`config.mk`:
```
export PLATFORM = sky130hd
export DESIGN_NAME = camera_source_and_volume_controller_unit
export DESIGN_NICKNAME = d
export VERILOG_FILES = /design/src/design/cscv_pkg.sv /design/src/design/cscv_classify.sv /design/src/design/cscv_core.sv /design/src/design/camera_source_and_volume_controller_unit.sv
export SDC_FILE = /design/constraint.sdc
export NUM_CORES = 1
export LEC_CHECK = 0
export BUFFER_PORTS_ARGS = -buffer_cell sky130_fd_sc_hd__buf_2
export CAP_MARGIN = 0
export CORE_UTILIZATION = 64
export CTS_CLUSTER_SIZE = 8
export DETAILED_ROUTE_END_ITERATION = 6
export GPL_TIMING_DRIVEN = 0
export PLACE_DENSITY = 0.84
export SYNTH_ARGS = -nofsm -noshare
export SYNTH_HDL_FRONTEND = slang
export SYNTH_SLANG_ARGS = --single-unit
```
`constraint.sdc`:
```
create_clock -name clk -period 6.7 [get_ports clk]
set_input_delay 0.335 -clock clk [delete_from_list [all_inputs] [get_ports clk]]
set_output_delay 0.335 -clock clk [all_outputs]
set_load 0.05 [all_outputs]
```
`src/design/cscv_pkg.sv`:
```
// ----------------------------------------------------------------------------
// cscv_pkg
// Shared types and constants of the camera source and volume controller.
// ----------------------------------------------------------------------------
package cscv_pkg;

	localparam int unsigned LEVEL_W = 10;
	localparam int unsigned TIMER_W = 10;
	localparam int unsigned VOL_W   = 10;
	localparam int unsigned CFG_IDX_W = 3;

	typedef enum logic {
		MODE_TICK   = 1'b0,
		MODE_SAMPLE = 1'b1
	} item_mode_t;

	typedef enum logic [1:0] {
		BTN_NONE,
		BTN_CAMERA,
		BTN_AUDIO,
		BTN_ERROR
	} btn_t;

	typedef enum logic [1:0] {
		PULSE_NONE = 2'd0,
		PULSE_UP   = 2'd1,
		PULSE_DOWN = 2'd2
	} pulse_t;

	typedef enum logic [1:0] {
		SRC_OFF   = 2'd0,
		SRC_FRONT = 2'd1,
		SRC_REAR  = 2'd2,
		SRC_THIRD = 2'd3
	} source_t;

	typedef enum logic [CFG_IDX_W-1:0] {
		REG_NO_BUTTON_LEVEL  = 3'd0,
		REG_CAMERA_LEVEL     = 3'd1,
		REG_AUDIO_LEVEL      = 3'd2,
		REG_MATCH_WINDOW     = 3'd3,
		REG_THIRD_ENABLE     = 3'd4,
		REG_VOLUME_DEFAULT   = 3'd5
	} cfg_idx_t;

	localparam logic [LEVEL_W-1:0] MATCH_WINDOW_RST = 10'd20;

	typedef struct packed {
		logic [LEVEL_W-1:0] no_button_level;
		logic [LEVEL_W-1:0] camera_button_level;
		logic [LEVEL_W-1:0] audio_button_level;
		logic [LEVEL_W-1:0] match_window;
		logic               third_channel_enable;
		logic               volume_default;
	} cfg_t;

	typedef struct packed {
		item_mode_t         mode;
		logic [1:0]         encoder_phases;
		logic [LEVEL_W-1:0] first_reading;
		logic [LEVEL_W-1:0] second_reading;
		logic [1:0]         readings_valid;
		logic               rear_gear;
	} item_t;

	typedef struct packed {
		source_t    camera_source;
		logic       video_enable;
		logic       front_select;
		logic       third_select;
		logic       volume_active;
		logic [1:0] menu_phases;
		pulse_t     volume_pulse;
		logic       volume_bar_blip;
	} res_t;

	// Quadrature step for {previous phases, current phases}, two's complement.
	function automatic logic [1:0] enc_step(input logic [3:0] idx);
		logic [1:0] s;
		case (idx)
			4'd1, 4'd7, 4'd8, 4'd14: s = 2'b01;
			4'd2, 4'd4, 4'd11, 4'd13: s = 2'b11;
			default: s = 2'b00;
		endcase
		return s;
	endfunction

endpackage

```
`src/design/cscv_classify.sv`:
```
// ----------------------------------------------------------------------------
// cscv_classify
// Matches one button ADC reading against the calibrated levels.
// ----------------------------------------------------------------------------
module cscv_classify (
	input  logic [cscv_pkg::LEVEL_W-1:0] reading,
	input  logic                         valid,
	input  cscv_pkg::cfg_t               cfg,
	output cscv_pkg::btn_t               btn
);
	import cscv_pkg::*;

	// level - w <= r <= level + w, done without going negative
	function automatic logic in_win(input logic [LEVEL_W-1:0] r,
	                                input logic [LEVEL_W-1:0] lvl,
	                                input logic [LEVEL_W-1:0] w);
		logic [LEVEL_W:0] rw;
		logic [LEVEL_W:0] lw;
		rw = {1'b0, r} + {1'b0, w};
		lw = {1'b0, lvl} + {1'b0, w};
		return (rw >= {1'b0, lvl}) && ({1'b0, r} <= lw);
	endfunction

	logic hit_cam, hit_aud, hit_none;

	assign hit_cam  = in_win(reading, cfg.camera_button_level, cfg.match_window);
	assign hit_aud  = in_win(reading, cfg.audio_button_level, cfg.match_window);
	assign hit_none = in_win(reading, cfg.no_button_level, cfg.match_window);

	// camera has priority, then audio, then the idle level
	always_comb begin
		if (!valid)        btn = BTN_ERROR;
		else if (hit_cam)  btn = BTN_CAMERA;
		else if (hit_aud)  btn = BTN_AUDIO;
		else if (hit_none) btn = BTN_NONE;
		else               btn = BTN_ERROR;
	end

endmodule

```
`src/design/cscv_core.sv`:
```
// ----------------------------------------------------------------------------
// cscv_core
// Controller state and its combinational update for one tick or sample.
// ----------------------------------------------------------------------------
module cscv_core #(
	parameter int unsigned FRONT_HOLD_TICKS = 1000,
	parameter int unsigned MODE_HOLD_TICKS  = 600
) (
	input  logic            clk,
	input  logic            arst_n,
	input  logic            step,
	input  cscv_pkg::item_t item,
	input  cscv_pkg::cfg_t  cfg,
	input  logic            vdef_load,
	input  logic            vdef_value,
	output cscv_pkg::res_t  res
);
	import cscv_pkg::*;

	localparam logic [TIMER_W-1:0] FRONT_HOLD = TIMER_W'(FRONT_HOLD_TICKS);
	localparam logic [TIMER_W-1:0] MODE_HOLD  = TIMER_W'(MODE_HOLD_TICKS);
	localparam logic [VOL_W-1:0]   VOL_MAX    = {1'b0, {(VOL_W-1){1'b1}}};
	localparam logic [VOL_W-1:0]   VOL_MIN    = {1'b1, {(VOL_W-1){1'b0}}};
	localparam logic [VOL_W-1:0]   VOL_ONE    = VOL_W'(1);
	localparam logic [VOL_W-1:0]   VOL_TWO    = VOL_W'(2);

	source_t            src_q, src_d;
	logic               rear_last_q, rear_last_d;
	logic               rear_seen_q, rear_seen_d;
	logic [TIMER_W-1:0] ft_q, ft_d;
	logic [TIMER_W-1:0] mt_q, mt_d;
	logic               vmf_q, vmf_d;
	logic [VOL_W-1:0]   vt_q, vt_d;
	logic [1:0]         enc_last_q, enc_last_d;
	logic [1:0]         menu_q, menu_d;

	btn_t       btn1, btn2, pressed;
	logic [1:0] stp;
	logic [VOL_W:0] vt_sum;
	pulse_t     pulse;
	logic       blip;

	cscv_classify u_cls1 (
		.reading (item.first_reading),
		.valid   (item.readings_valid[0]),
		.cfg     (cfg),
		.btn     (btn1)
	);

	cscv_classify u_cls2 (
		.reading (item.second_reading),
		.valid   (item.readings_valid[1]),
		.cfg     (cfg),
		.btn     (btn2)
	);

	assign pressed = (btn1 == btn2) ? btn1 : BTN_NONE;
	assign stp     = enc_step({enc_last_q, item.encoder_phases});
	assign vt_sum  = {vt_q[VOL_W-1], vt_q} + {{(VOL_W-1){stp[1]}}, stp};

	always_comb begin
		src_d       = src_q;
		rear_last_d = rear_last_q;
		rear_seen_d = rear_seen_q;
		ft_d        = ft_q;
		mt_d        = mt_q;
		vmf_d       = vmf_q;
		vt_d        = vt_q;
		enc_last_d  = enc_last_q;
		menu_d      = menu_q;
		pulse       = PULSE_NONE;
		blip        = 1'b0;

		if (item.mode == MODE_TICK) begin
			if (ft_q != '0) begin
				ft_d = ft_q - TIMER_W'(1);
				if (ft_d == '0) src_d = SRC_OFF;
			end
			if (mt_q != '0) begin
				mt_d = mt_q - TIMER_W'(1);
				if (mt_d == '0) vmf_d = cfg.volume_default;
			end
			if (item.encoder_phases != enc_last_q) begin
				if (vmf_d) begin
					// saturate on signed overflow
					if (vt_sum[VOL_W] != vt_sum[VOL_W-1])
						vt_d = vt_sum[VOL_W] ? VOL_MIN : VOL_MAX;
					else
						vt_d = vt_sum[VOL_W-1:0];
				end else begin
					menu_d = ~item.encoder_phases;
					if (cfg.volume_default) mt_d = MODE_HOLD;
				end
				enc_last_d = item.encoder_phases;
			end
		end else begin
			if (pressed == BTN_ERROR) begin
				vmf_d = cfg.volume_default;
				mt_d  = '0;
				vt_d  = '0;
			end
			if (pressed == BTN_CAMERA) begin
				ft_d  = '0;
				src_d = source_t'(src_q + 2'd1);
				if (!cfg.third_channel_enable && src_d == SRC_THIRD) src_d = SRC_OFF;
			end
			if (pressed == BTN_AUDIO) begin
				vt_d = '0;
				if (vmf_q) begin
					vmf_d = 1'b0;
					if (!cfg.volume_default) begin
						mt_d = '0;
						ft_d = '0;
					end
				end else begin
					vmf_d = 1'b1;
					if (cfg.volume_default) begin
						mt_d = '0;
						ft_d = '0;
					end else begin
						mt_d = MODE_HOLD;
					end
					blip = 1'b1;
				end
			end
			if (!rear_seen_q) begin
				rear_seen_d = 1'b1;
				rear_last_d = item.rear_gear;
			end else if (item.rear_gear != rear_last_q) begin
				rear_last_d = item.rear_gear;
				if (item.rear_gear) begin
					ft_d  = '0;
					src_d = SRC_REAR;
				end else begin
					src_d = SRC_FRONT;
					ft_d  = FRONT_HOLD;
				end
			end
			// at most one volume pulse per sample, taking up to two steps of target each
			if (vt_d != '0) begin
				if (!cfg.volume_default) mt_d = MODE_HOLD;
				if (!vt_d[VOL_W-1]) begin
					pulse = PULSE_UP;
					vt_d  = (vt_d == VOL_ONE) ? '0 : vt_d - VOL_TWO;
				end else begin
					pulse = PULSE_DOWN;
					vt_d  = (vt_d == '1) ? '0 : vt_d + VOL_TWO;
				end
			end
		end
	end

	always_comb begin
		res.camera_source   = src_d;
		res.video_enable    = (src_d != SRC_OFF);
		res.front_select    = (src_d == SRC_FRONT);
		res.third_select    = (src_d == SRC_THIRD);
		res.volume_active   = vmf_d;
		res.menu_phases     = menu_d;
		res.volume_pulse    = pulse;
		res.volume_bar_blip = blip;
	end

	always_ff @(posedge clk or negedge arst_n) begin
		if (!arst_n) begin
			src_q       <= SRC_OFF;
			rear_last_q <= 1'b0;
			rear_seen_q <= 1'b0;
			ft_q        <= '0;
			mt_q        <= '0;
			vmf_q       <= 1'b0;
			vt_q        <= '0;
			enc_last_q  <= '0;
			menu_q      <= '0;
		end else if (vdef_load) begin
			vmf_q <= vdef_value;
		end else if (step) begin
			src_q       <= src_d;
			rear_last_q <= rear_last_d;
			rear_seen_q <= rear_seen_d;
			ft_q        <= ft_d;
			mt_q        <= mt_d;
			vmf_q       <= vmf_d;
			vt_q        <= vt_d;
			enc_last_q  <= enc_last_d;
			menu_q      <= menu_d;
		end
	end

	// ticks never pulse the volume lines
	a_tick_no_pulse: assert property (@(posedge clk) disable iff (!arst_n)
		step && item.mode == MODE_TICK |-> res.volume_pulse == PULSE_NONE && !res.volume_bar_blip)
		else $error("volume pulse on a tick");

	// the blip only comes with entering volume mode
	a_blip_mode: assert property (@(posedge clk) disable iff (!arst_n)
		res.volume_bar_blip |-> res.volume_active)
		else $error("volume bar blip outside volume mode");

	// first rear level is captured once and kept
	a_rear_seen: assert property (@(posedge clk) disable iff (!arst_n)
		!$fell(rear_seen_q))
		else $error("rear capture flag dropped");

endmodule

```
`src/design/camera_source_and_volume_controller_unit.sv`:
```
// ----------------------------------------------------------------------------
// camera_source_and_volume_controller_unit
// Camera source selection, encoder mode and volume pulse controller.
// ----------------------------------------------------------------------------
// Each input transfer is either a 10 ms tick (mode 0: counts down the front
// and mode hold timers, decodes the encoder phases into volume steps or passes
// them out inverted in menu mode) or a main-loop sample (mode 1: classifies
// both button readings, cycles the camera source, toggles volume mode, follows
// rear-gear edges and issues at most one volume pulse). Every input transfer
// produces exactly one output transfer. Throughput is one item per clock
// while out_ready is high; each item is held in the input register and
// reaches the result register through the combinational update in
// cscv_core. The input register also acts as a skid stage, so one item is
// taken while a result waits on out_ready. Configuration writes take effect
// at once and must only be issued while the unit is idle; writing
// volume_default also reloads the current encoder mode. No clearing pass is
// needed after reset.
// ----------------------------------------------------------------------------
module camera_source_and_volume_controller_unit #(
	parameter int unsigned FRONT_HOLD_TICKS = 1000,
	parameter int unsigned MODE_HOLD_TICKS  = 600
) (
	input  logic                                clk,
	input  logic                                arst_n,

	// configuration write port
	input  logic                                cfg_we,
	input  logic [cscv_pkg::CFG_IDX_W-1:0]      cfg_index,
	input  logic [cscv_pkg::LEVEL_W-1:0]        cfg_wdata,

	// input channel
	input  logic                                in_valid,
	output logic                                in_ready,
	input  logic                                mode,
	input  logic [1:0]                          encoder_phases,
	input  logic [cscv_pkg::LEVEL_W-1:0]        first_reading,
	input  logic [cscv_pkg::LEVEL_W-1:0]        second_reading,
	input  logic [1:0]                          readings_valid,
	input  logic                                rear_gear,

	// output channel
	output logic                                out_valid,
	input  logic                                out_ready,
	output logic [1:0]                          camera_source,
	output logic                                video_enable,
	output logic                                front_select,
	output logic                                third_select,
	output logic                                volume_active,
	output logic [1:0]                          menu_phases,
	output logic [1:0]                          volume_pulse,
	output logic                                volume_bar_blip
);
	import cscv_pkg::*;

	cfg_t  cfg_q;
	item_t item_in;
	item_t item_s1;
	logic  valid_s1;
	res_t  res;
	res_t  res_q;
	logic  out_valid_q;
	logic  stall;
	logic  advance;
	logic  vdef_load;

	// ---------------- configuration registers ----------------
	assign vdef_load = cfg_we && (cfg_idx_t'(cfg_index) == REG_VOLUME_DEFAULT);

	always_ff @(posedge clk or negedge arst_n) begin
		if (!arst_n) begin
			cfg_q.no_button_level      <= '0;
			cfg_q.camera_button_level  <= '0;
			cfg_q.audio_button_level   <= '0;
			cfg_q.match_window         <= MATCH_WINDOW_RST;
			cfg_q.third_channel_enable <= 1'b0;
			cfg_q.volume_default       <= 1'b0;
		end else if (cfg_we) begin
			unique case (cfg_idx_t'(cfg_index))
				REG_NO_BUTTON_LEVEL: cfg_q.no_button_level      <= cfg_wdata;
				REG_CAMERA_LEVEL:    cfg_q.camera_button_level  <= cfg_wdata;
				REG_AUDIO_LEVEL:     cfg_q.audio_button_level   <= cfg_wdata;
				REG_MATCH_WINDOW:    cfg_q.match_window         <= cfg_wdata;
				REG_THIRD_ENABLE:    cfg_q.third_channel_enable <= cfg_wdata[0];
				REG_VOLUME_DEFAULT:  cfg_q.volume_default       <= cfg_wdata[0];
				default: ; // unused indexes are dropped
			endcase
		end
	end

	// ---------------- flow control ----------------
	// Result register stalls when a result waits; the input register keeps
	// accepting while it is empty, so the two sides are decoupled by one slot.
	assign stall    = out_valid_q && !out_ready;
	assign in_ready = !valid_s1 || !stall;
	assign advance  = valid_s1 && !stall;

	assign item_in.mode           = item_mode_t'(mode);
	assign item_in.encoder_phases = encoder_phases;
	assign item_in.first_reading  = first_reading;
	assign item_in.second_reading = second_reading;
	assign item_in.readings_valid = readings_valid;
	assign item_in.rear_gear      = rear_gear;

	// ---------------- input register ----------------
	always_ff @(posedge clk or negedge arst_n) begin
		if (!arst_n) begin
			valid_s1 <= 1'b0;
		end else if (in_ready) begin
			valid_s1 <= in_valid;
		end
	end

	always_ff @(posedge clk) begin
		if (in_valid && in_ready) begin
			item_s1 <= item_in;
		end
	end

	// ---------------- state update ----------------
	cscv_core #(
		.FRONT_HOLD_TICKS (FRONT_HOLD_TICKS),
		.MODE_HOLD_TICKS  (MODE_HOLD_TICKS)
	) u_core (
		.clk        (clk),
		.arst_n     (arst_n),
		.step       (advance),
		.item       (item_s1),
		.cfg        (cfg_q),
		.vdef_load  (vdef_load),
		.vdef_value (cfg_wdata[0]),
		.res        (res)
	);

	// ---------------- result register ----------------
	always_ff @(posedge clk or negedge arst_n) begin
		if (!arst_n) begin
			out_valid_q <= 1'b0;
		end else if (!stall) begin
			out_valid_q <= valid_s1;
		end
	end

	always_ff @(posedge clk) begin
		if (advance) begin
			res_q <= res;
		end
	end

	assign out_valid       = out_valid_q;
	assign camera_source   = res_q.camera_source;
	assign video_enable    = res_q.video_enable;
	assign front_select    = res_q.front_select;
	assign third_select    = res_q.third_select;
	assign volume_active   = res_q.volume_active;
	assign menu_phases     = res_q.menu_phases;
	assign volume_pulse    = res_q.volume_pulse;
	assign volume_bar_blip = res_q.volume_bar_blip;

	// an item held in the input register is not lost or altered by a stall
	a_s1_hold: assert property (@(posedge clk) disable iff (!arst_n)
		valid_s1 && stall |=> valid_s1 && $stable(item_s1))
		else $error("input register lost an item during a stall");

	// every processed item shows up as a result in the next cycle
	a_advance_out: assert property (@(posedge clk) disable iff (!arst_n)
		advance |=> out_valid_q)
		else $error("processed item did not reach the result register");

	// decoded select lines agree with the source code
	a_decode: assert property (@(posedge clk) disable iff (!arst_n)
		out_valid_q |-> (video_enable == (res_q.camera_source != SRC_OFF))
			&& (front_select == (res_q.camera_source == SRC_FRONT))
			&& (third_select == (res_q.camera_source == SRC_THIRD)))
		else $error("select outputs disagree with camera source");

endmodule
```
==> impl_metrics.json, run 1 <==
{
  "outcome": "completed",
  "fp-row-count": 48,
  "p_leak_nw": 5.63,
  "synth_common_cells": "ha_1 (179), o21ai_0 (96), inv_1 (93)",
  "power_density_nw_per_um2": 468,
  "area_growth_pct": 11.1,
  "netSwitchingFraction": 0.487,
  "design_area_sq_um": 12500,
  "clock_latency_ns": 0.43,
  "slew_viol_final": 0,
  "rr_worst_depth": 26,
  "ir_drop_uv": 274,
  "place_worst_setup_slack_ns": -0.0515,
  "syn_nets": 1477,
  "hold_depth": 1,
  "wl_per_cell_um": 19.8,
  "syn_inst": 1248,
  "place_hpwl_mm": 24.0,
  "syn_avg_cell_area_sq_um": 9.02,
  "synth_top_area_cell": "ha_1",
  "tightest_slew_ns": 0.958,
  "rsz0062_at_grt": "no",
  "post-route-drc-count": 0,
  "place.gp.congestion": 1.01,
  "clock_sinks": 120,
  "synth_warnings": 0,
  "setup_ws_ns": 0.356,
  "num_vias": 10200,
  "yosysSeqAreaShare": 0.284,
  "clk_path_buf_depth": 2,
  "drt_iter0_drc": 733,
  "max_slew_margin": 0.358,
  "grt_pass1_vias": 10000,
  "p_clk_frac": 0.156,
  "end_kind": "register",
  "nets": 1560,
  "ios": 57,
  "final.min_clock_period_ns": 6.34,
  "hold_class": "in2reg",
  "grt.met2_usage": 0.617,
  "drt-vias-per-instance": 6.48,
  "cts_made_buffers": 17,
  "synth_ff_type": "dfrtp_1",
  "yosysUniqueCellTypes": 86,
  "drive_above_1_share": 0.109,
  "grt_use_total": 0.357,
  "first_pass_iters": 5,
  "dieWidth_um": 135,
  "grt_max_degree": 57,
  "antenna_found_initial": 1,
  "synth-edff-count": 37,
  "htreeDepth": 4,
  "syn-cell-area_sq_um": 11300,
  "crit_arrival_ns": 6.69,
  "synthTopCellsByArea": "ha_1 (20%), dfrtp_1 (18%), edfxtp_1 (9.9%)",
  "grt_pass1_wl_mm": 50.0,
  "wl_mm": 31.0,
  "synth_async_sr_flop_share": 0.692,
  "die_height_um": 135,
  "globalRouteOverflowTotal": 0,
  "cp-start-kind": "register",
  "ant_nets": 0,
  "fp.dieArea_sq_um": 18100,
  "max_freq_mhz": 158,
  "finalCritPeriodShare": 0.947,
  "yosysMostFrequentCell": "ha_1",
  "root_buffer": "clkbuf_16",
  "cp.required_ns": 7.05,
  "gr-max-usage-layer": "met2",
  "maxCapViolCount": 0,
  "internal_power_w": 0.00300,
  "seqPwrFrac": 0.199,
  "total_power_w": 0.00585,
  "grt_use_met3": 0.0586,
  "path_class": "reg2reg",
  "grtUsageMet1": 0.428,
  "port_buffers": 56,
  "place_area_sq_um": 11900,
  "fin_skew_ns": 0.0128,
  "tritoncts": "yes",
  "clk_pin_slew_ns": 0.07,
  "p_comb_frac": 0.644,
  "p_sw_w": 0.00285,
  "critical_path.max_fanout": 10,
  "synth_seq_cells": 120,
  "start_util": 0.653,
  "synth_top_area_frac": 0.199,
  "setup_tns_ns": 0,
  "setup-violations-final": 0,
  "report.final.hold_viol_count": 0,
  "core_sq_um": 17200
}
[flip-flops by register name, summed over array words and instances, names as in the netlist, 2 cells and up]
register and flops:
item_s1 26, camera_source 2, menu_phases 2, u_core.enc_last_q 2, u_core.vt_q 10, cfg_q 42
u_core.menu_q 2, u_core.ft_q 10, u_core.src_q 2, u_core.mt_q 10, volume_pulse 2
[power by group through the flow]
| stage | logic (W) | registers (W) | clock network [W] |
|---|---|---|---|
| 6_report | 0.00377 | 0.00117 | 0.000914 |
| 3_3_place_gp | 0.00353 | 0.00116 | 0 |
| 5_1_grt | 0.00417 | 0.00119 | 0.000946 |
| 4_1_cts | 0.00368 | 0.00116 | 0.000916 |
| 3_5_place_dp | 0.00363 | 0.00117 | 0 |
| 2_1_floorplan | 0.00272 | 0.00116 | 0 |
[metal layers]
metal	vias up	share of wire
met5	-	0
met4	0	0.048
met3	96	0.061
met2	401	0.49
met1	4836	0.40
li1	4840	-
[cell type report]
type / count / area (sq um)
Multi-Input combinational cell: 1012 / 7660
Fill cell: 1316 / 4730
Sequential cell: 120 / 3190
Clock buffer: 17 / 425
Timing Repair Buffer: 64 / 363
Inverter: 94 / 357
Tap cell: 225 / 282
Clock inverter: 15 / 143
Buffer: 22 / 83.8
Antenna cell: 1 / 2.50
[per-stage QoR]
step,util,instances,hold WS [ns]
final,0.725,1570,0.0704
after global routing,0.725,1570,0.0593
after CTS,0.722,1564,0.0687
after detailed placement,0.688,1531,0.294
after global placement,0.685,1529,0.456
after floorplan,-,1248,0.0394
[worst paths after layout]
kind	startpoint	endpoint	slack [ns]
max	item_s1[4]$_DFFE_PP_	u_core.vt_q[7]$_DFFE_PN0P_	0.36
max in group asynchronous	arst_n	cfg_q[6]$_DFFE_PN1P_	5.66
min	second_reading[2]	item_s1[5]$_DFFE_PP_	0.07
max reg2reg	item_s1[4]$_DFFE_PP_	u_core.vt_q[7]$_DFFE_PN0P_	0.36
min in group asynchronous	arst_n	u_core.ft_q[4]$_DFFE_PN0P_	0.37
min reg2reg	valid_s1$_DFFE_PN0N_	out_valid$_DFFE_PN0N_	0.47
[worst max-delay path, stage by stage (launching register included)]
cell and delay (ns):
edfxtp_1 0.51, ha_1 0.33, a21o_1 0.19, a21oi_1 0.24
o21bai_1 0.09, a21oi_1 0.26, xnor2_1 0.35, ha_1 0.37
a21oi_1 0.14, nor2b_1 0.09, a2111oi_2 0.36, o21ai_0 0.24
and3_1 0.24, o32a_1 0.35, a22o_1 0.20, a41o_1 0.24
nor2_4 0.24, o21ai_1 0.14, buf_2 0.21, nand2_1 0.11
ha_1 0.22, inv_1 0.10, or3_1 0.37, nor3_1 0.20
xor2_1 0.16, o211ai_1 0.10, a21oi_1 0.18
[logic make-up after synthesis]
family / after synthesis / share of synthesized area
adders and majority gates: 188 / 0.212
AOI/OAI and AO/OA: 395 / 0.238
buffers and inverters: 116 / 0.0388
xor gates and xnor gates: 60 / 0.0467
DFF: 120 / 0.284
muxes: 24 / 0.0244
and+or+nand+nor: 345 / 0.156
[layout by cell type, fill, tap and decap left out, types with 31 or more instances in the layout]
master and instances:
ha_1 179, o21ai_0 96, inv_1 92, nand2_1 92, a21oi_1 82, dfrtp_1 80
nor2_1 65, buf_2 57, xnor2_1 40, a21o_1 38, edfxtp_1 37, nor3_1 31
[what timing repair did]
item / in CTS / in global routing
gates resized for setup: 1 / 6
hold buffers: 1 / 0
setup buffers: 0 / 5
hold endpoints to repair: 26 / 0
pin swaps: 0 / 1
gates cloned: 0 / 0
setup endpoints to repair: 1 / 3
Power figures use the tool's default switching activity.
==> inputs of run 2 (changes only) <==
- CORE_UTILIZATION: 64 -> 25
- PLACE_DENSITY: 0.84 -> 0.4
==> run 2 against run 1 <==
Critical path depth rose by 1. Non-clock buffer count rose by 6. Via count fell by 4.5%. Sequential power barely moved. Clock-buffer cell count rose by 4. Critical path type unchanged.
==> impl_metrics.json, run 2 (same netlist as run 1, synthesis figures left out) <==
{
  "largestRegisters": "cfg_q (42), item_s1 (26)",
  "port_buffers": 56,
  "design_area_sq_um": 13100,
  "nets": 1566,
  "maxCapViolCount": 0,
  "place.gp.congestion": 0.836,
  "clk_pin_slew_ns": 0.06,
  "fp-row-count": 77,
  "root_buffer": "clkbuf_16",
  "grt_use_total": 0.165,
  "worst_path_largest_cell_delay_ns": 0.53,
  "timing.rr.start": "cfg_q[3]$_DFFE_PN0P_",
  "cp-start-kind": "register",
  "htreeDepth": 4,
  "tritoncts": "yes",
  "place_area_sq_um": 12400,
  "grt_pass1_vias": 9805,
  "fillers": 4737,
  "place_hpwl_mm": 29.3,
  "final_core_utilization": 0.295,
  "layout_common_cells": "ha_1 (179), o21ai_0 (95), inv_1 (92), nand2_1 (92), a21oi_1 (80)",
  "ant_nets": 0,
  "fin_skew_ns": 0.0217,
  "globalRouteOverflowTotal": 0,
  "clock_latency_ns": 0.48,
  "area_growth_pct": 16.1,
  "cp.required_ns": 7.09,
  "clk_path_buf_depth": 2,
  "slew_viol_final": 0,
  "post-route-drc-count": 0,
  "fp.dieArea_sq_um": 45900,
  "wl_mm": 36.6,
  "place_worst_setup_slack_ns": -0.230,
  "hold_class": "in2reg",
  "clock_sinks": 120,
  "whs_ns": 0.0412,
  "rsz0062_at_grt": "no",
  "start_util": 0.254,
  "outcome": "completed",
  "ir_drop_uv": 144,
  "min_from": "encoder_phases[0]",
  "drive_above_1_share": 0.113,
  "critPathSlowestCell": "or4_1",
  "drt_iter0_drc": 500,
  "drt-vias-per-instance": 5.00,
  "ios": 57,
  "top_register": "cfg_q",
  "first_pass_iters": 5,
  "finalCritPeriodShare": 0.935,
  "setup_tns_ns": 0,
  "antenna_found_initial": 1,
  "num_vias": 9717,
  "critical_path.max_fanout": 10,
  "grt_pass1_wl_mm": 57.1,
  "final.min_clock_period_ns": 6.26,
  "cts_made_buffers": 17,
  "tightest_slew_ns": 0.997,
  "dieWidth_um": 214,
  "path_class": "reg2reg",
  "report.final.hold_viol_count": 0,
  "wl_per_cell_um": 18.8,
  "crit_arrival_ns": 6.66,
  "grt_max_degree": 61,
  "cpMostUsedCell": "a21oi_1",
  "largest_reg_flops": 42,
  "setup_ws_ns": 0.437,
  "setup-violations-final": 0,
  "crit_start": "cfg_q[3]$_DFFE_PN0P_",
  "max_slew_margin": 0.326,
  "core_sq_um": 44300,
  "max_freq_mhz": 160,
  "end_kind": "register",
  "antenna_cells": 0,
  "power_density_nw_per_um2": 452,
  "p_leak_nw": 5.64,
  "final_common_cell": "ha_1",
  "die_height_um": 214
}
## run 2: changes by cell type in the layout (fill, tap and decap cells not counted), sizes merged, moves of 2 or more
cell and delta:
dlygate4sd3 +5, clkbuf +4, inv -6, clkinvlp +2
## run 2: routing by layer
| metal | part of all wire | vias to the layer above | wire length [um] | track usage |
|---|---|---|---|---|
| li1 | - | 4847 | - | - |
| met3 | 0.034 | 40 | 1230 | 0.0329 |
| met5 | 0.00033 | - | 12 | 0 |
| met1 | 0.49 | 4667 | 17800 | 0.221 |
| met2 | 0.46 | 161 | 16900 | 0.267 |
| met4 | 0.019 | 2 | 680 | 0.0493 |
## run 2: final timing paths
| kind | to | slack [ns] | cells past startpoint |
|---|---|---|---|
| max | u_core.vt_q[7]$_DFFE_PN0P_ | 0.44 | 27 |
| min | item_s1[23]$_DFFE_PP_ | 0.04 | 1 |
| max in group asynchronous | cfg_q[4]$_DFFE_PN1P_ | 5.69 | 3 |
| min in group asynchronous | u_core.menu_q[1]$_DFFE_PN0P_ | 0.31 | 2 |
| min reg2reg | out_valid$_DFFE_PN0N_ | 0.48 | 1 |
| max reg2reg | u_core.vt_q[7]$_DFFE_PN0P_ | 0.44 | 27 |
## run 2: what timing repair did
action                                 in CTS  in global routing
setup buffers                               3                  2
cloned                                      0                  0
hold buffers                                6                  0
setup endpoints to repair                   3                  4
endpoints found under the hold margin      28                  0
gates resized for setup                     3                 14
pin swaps                                   1                  2
## run 2: through the flow
step	std cells	total power, W
after global placement	1896	0.00491
after detailed placement	1899	0.00494
after CTS	1940	0.00588
after floorplan	1248	0.00388
after global routing	1942	0.00648
final	1942	0.00590
## run 2: critical path, delay by kind of cell, from the launching register on
family / cells / cell delay (ns)
buf+inv: 2 / 0.33
xor+xnor: 2 / 0.43
fa+ha+maj: 3 / 0.76
compound gates: 14 / 2.59
simple gates: 6 / 1.58
flops: 1 / 0.48
## run 2: cell type report
cell class              instances  area [sq um]  share of cell area
multi-input cells            1012          7710               0.590
plain buffers                  22          83.8             0.00642
inverters                      94           357              0.0273
clock inverters                11          73.8             0.00565
flip-flops and latches        120          3190               0.244
repair buffers                 70           439              0.0336
clock buffers                  21           462              0.0354
well taps                     592           741              0.0567
## run 2: power by group
part	internal (W)	switching, W
clock	0.000490	0.000382
sequential	0.000950	0.000230
combinational	0.00156	0.00229
==> inputs of run 3 (changes only) <==
- CORE_UTILIZATION: 25 -> 46
- PLACE_DENSITY: 0.4 -> not set
==> run 3 against run 2 <==
Flip-flop and latch count is the same. Highest routed layer is now met4. Combinational power down 2%. Register-to-register slack lost 0.02 ns. Utilization is 24 points higher. Final cell count shrank 14%. First-iteration DRC count is 32% higher. Sequential power barely moved.
==> impl_metrics.json, run 3 (same netlist as run 1, synthesis figures left out) <==
{
  "drt_iter0_drc": 662,
  "clock_sinks": 120,
  "fp.dieArea_sq_um": 25100,
  "critical_path.max_fanout": 10,
  "critPathSlowestCell": "nor4_2",
  "cts_made_buffers": 17,
  "grt_use_total": 0.264,
  "tritoncts": "yes",
  "seq_area_sq_um": 3190,
  "post-route-drc-count": 0,
  "core_sq_um": 23800,
  "htreeDepth": 4,
  "final_common_cell": "ha_1",
  "grt_max_degree": 63,
  "dieWidth_um": 158,
  "cp-start-kind": "register",
  "wl_per_cell_um": 19.2,
  "port_buffers": 56,
  "ir_drop_uv": 177,
  "slew_viol_final": 0,
  "largestRegisters": "cfg_q (42), item_s1 (26)",
  "place_hpwl_mm": 25.2,
  "layout_common_cells": "ha_1 (179), o21ai_0 (96), inv_1 (92), nand2_1 (92), a21oi_1 (81)",
  "area_growth_pct": 13.1,
  "hold_class": "in2reg",
  "ant_nets": 0,
  "drt-vias-per-instance": 5.89,
  "path_class": "reg2reg",
  "fp-row-count": 56,
  "tightest_slew_ns": 0.862,
  "start_util": 0.474,
  "end_kind": "register",
  "worst_path_largest_cell_delay_ns": 0.50,
  "clk_path_buf_depth": 2,
  "grt_pass1_vias": 9398,
  "multiInputGateArea_sq_um": 7700,
  "top_register": "cfg_q",
  "grt.met2_usage": 0.407,
  "report.final.hold_viol_count": 0,
  "die_height_um": 158,
  "crit_arrival_ns": 6.64,
  "cpMostUsedCell": "a21oi_1",
  "fin_skew_ns": 0.0122,
  "antenna_found_initial": 1,
  "globalRouteOverflowTotal": 0,
  "largest_reg_flops": 42,
  "power_density_nw_per_um2": 460,
  "gr-max-usage-layer": "met2",
  "outcome": "completed",
  "root_buffer": "clkbuf_16",
  "ios": 57,
  "p_leak_nw": 5.67,
  "total_power_w": 0.00586,
  "drive_above_1_share": 0.118,
  "grt_use_met3": 0.0335,
  "clock_latency_ns": 0.44,
  "max_freq_mhz": 159,
  "wl_mm": 32.1,
  "final_core_utilization": 0.536,
  "max_slew_margin": 0.418,
  "num_vias": 9831,
  "final.min_clock_period_ns": 6.28,
  "finalCritPeriodShare": 0.938,
  "clk_pin_slew_ns": 0.07,
  "setup-violations-final": 0,
  "place.gp.congestion": 0.878,
  "first_pass_iters": 5,
  "grtUsageMet1": 0.387,
  "fillers": 2207,
  "maxCapViolCount": 0,
  "cp.required_ns": 7.06,
  "nets": 1566,
  "grt_pass1_wl_mm": 49.9
}
## run 3: cell count changes in the layout (fill, tap and decap cells not counted), sizes merged
cell	before	now
buf	65	70
bufinv	0	1
clkbuf	42	40
clkinv	7	6
diode	0	1
dlygate4sd3	6	1
inv	93	95
## run 3: worst max-delay path, delay by kind of cell (launching register included)
family / cells / cell delay, ns
fa+ha+maj: 3 / 0.99
compound gates: 11 / 2.19
buf+inv: 4 / 0.67
simple gates: 5 / 1.30
flops: 1 / 0.49
xor+xnor: 2 / 0.53
## run 3: per-layer routing
layer / part of all wire / up-vias
met4: 0.015 / 0
li1: - / 4846
met3: 0.040 / 27
met2: 0.44 / 214
met5: 0 / -
met1: 0.51 / 4744
## run 3: report_power, final
| group | internal, W | leakage, nW | switching, W | total (W) |
|---|---|---|---|---|
| sequential | 0.000949 | 1.36 | 0.000227 | 0.00118 |
| clock | 0.000532 | 0.270 | 0.000387 | 0.000919 |
| combinational | 0.00157 | 4.04 | 0.00219 | 0.00376 |
## run 3: per-stage QoR
step,cell area [sq um],hold WS [ns],instances,setup WS (ns),setup TNS [ns]
3_3_place_gp,11900,0.464,1623,-0.00488,-0.00488
5_1_grt,12700,0.0670,1670,-0.0124,-0.0124
3_5_place_dp,12000,0.269,1625,0.0287,0
4_1_cts,12600,0.0547,1658,0.0146,0
2_1_floorplan,11300,0.0394,1248,1.49,0
6_report,12700,0.0718,1670,0.417,0
## run 3: worst paths after layout
path	start	end	slack, ns	cells after the start
max	cfg_q[3]$_DFFE_PN0P_	u_core.vt_q[7]$_DFFE_PN0P_	0.42	25
min	encoder_phases[1]	item_s1[24]$_DFFE_PP_	0.07	1
max reg2reg	cfg_q[3]$_DFFE_PN0P_	u_core.vt_q[7]$_DFFE_PN0P_	0.42	25
min reg2reg	valid_s1$_DFFE_PN0N_	out_valid$_DFFE_PN0N_	0.48	1
max in group asynchronous	arst_n	cfg_q[6]$_DFFE_PN1P_	5.66	3
min in group asynchronous	arst_n	u_core.mt_q[6]$_DFFE_PN0P_	0.35	2
## run 3: repair_timing
item / CTS / global route
endpoints found under the setup margin: 1 / 4
resized for setup: 1 / 11
endpoints found under the hold margin: 21 / 0
pin swaps: 0 / 3
buffers inserted: 0 / 11
hold buffers: 1 / 0
## run 3: layout make-up
cell class              count  share of cell area
multi-input cells        1012               0.605
well taps                 319              0.0314
diodes                      1            0.000197
inverters                  94              0.0280
clock inverters            13             0.00954
clock buffers              19              0.0356
plain buffers              22             0.00659
flip-flops and latches    120               0.251
repair buffers             70              0.0326
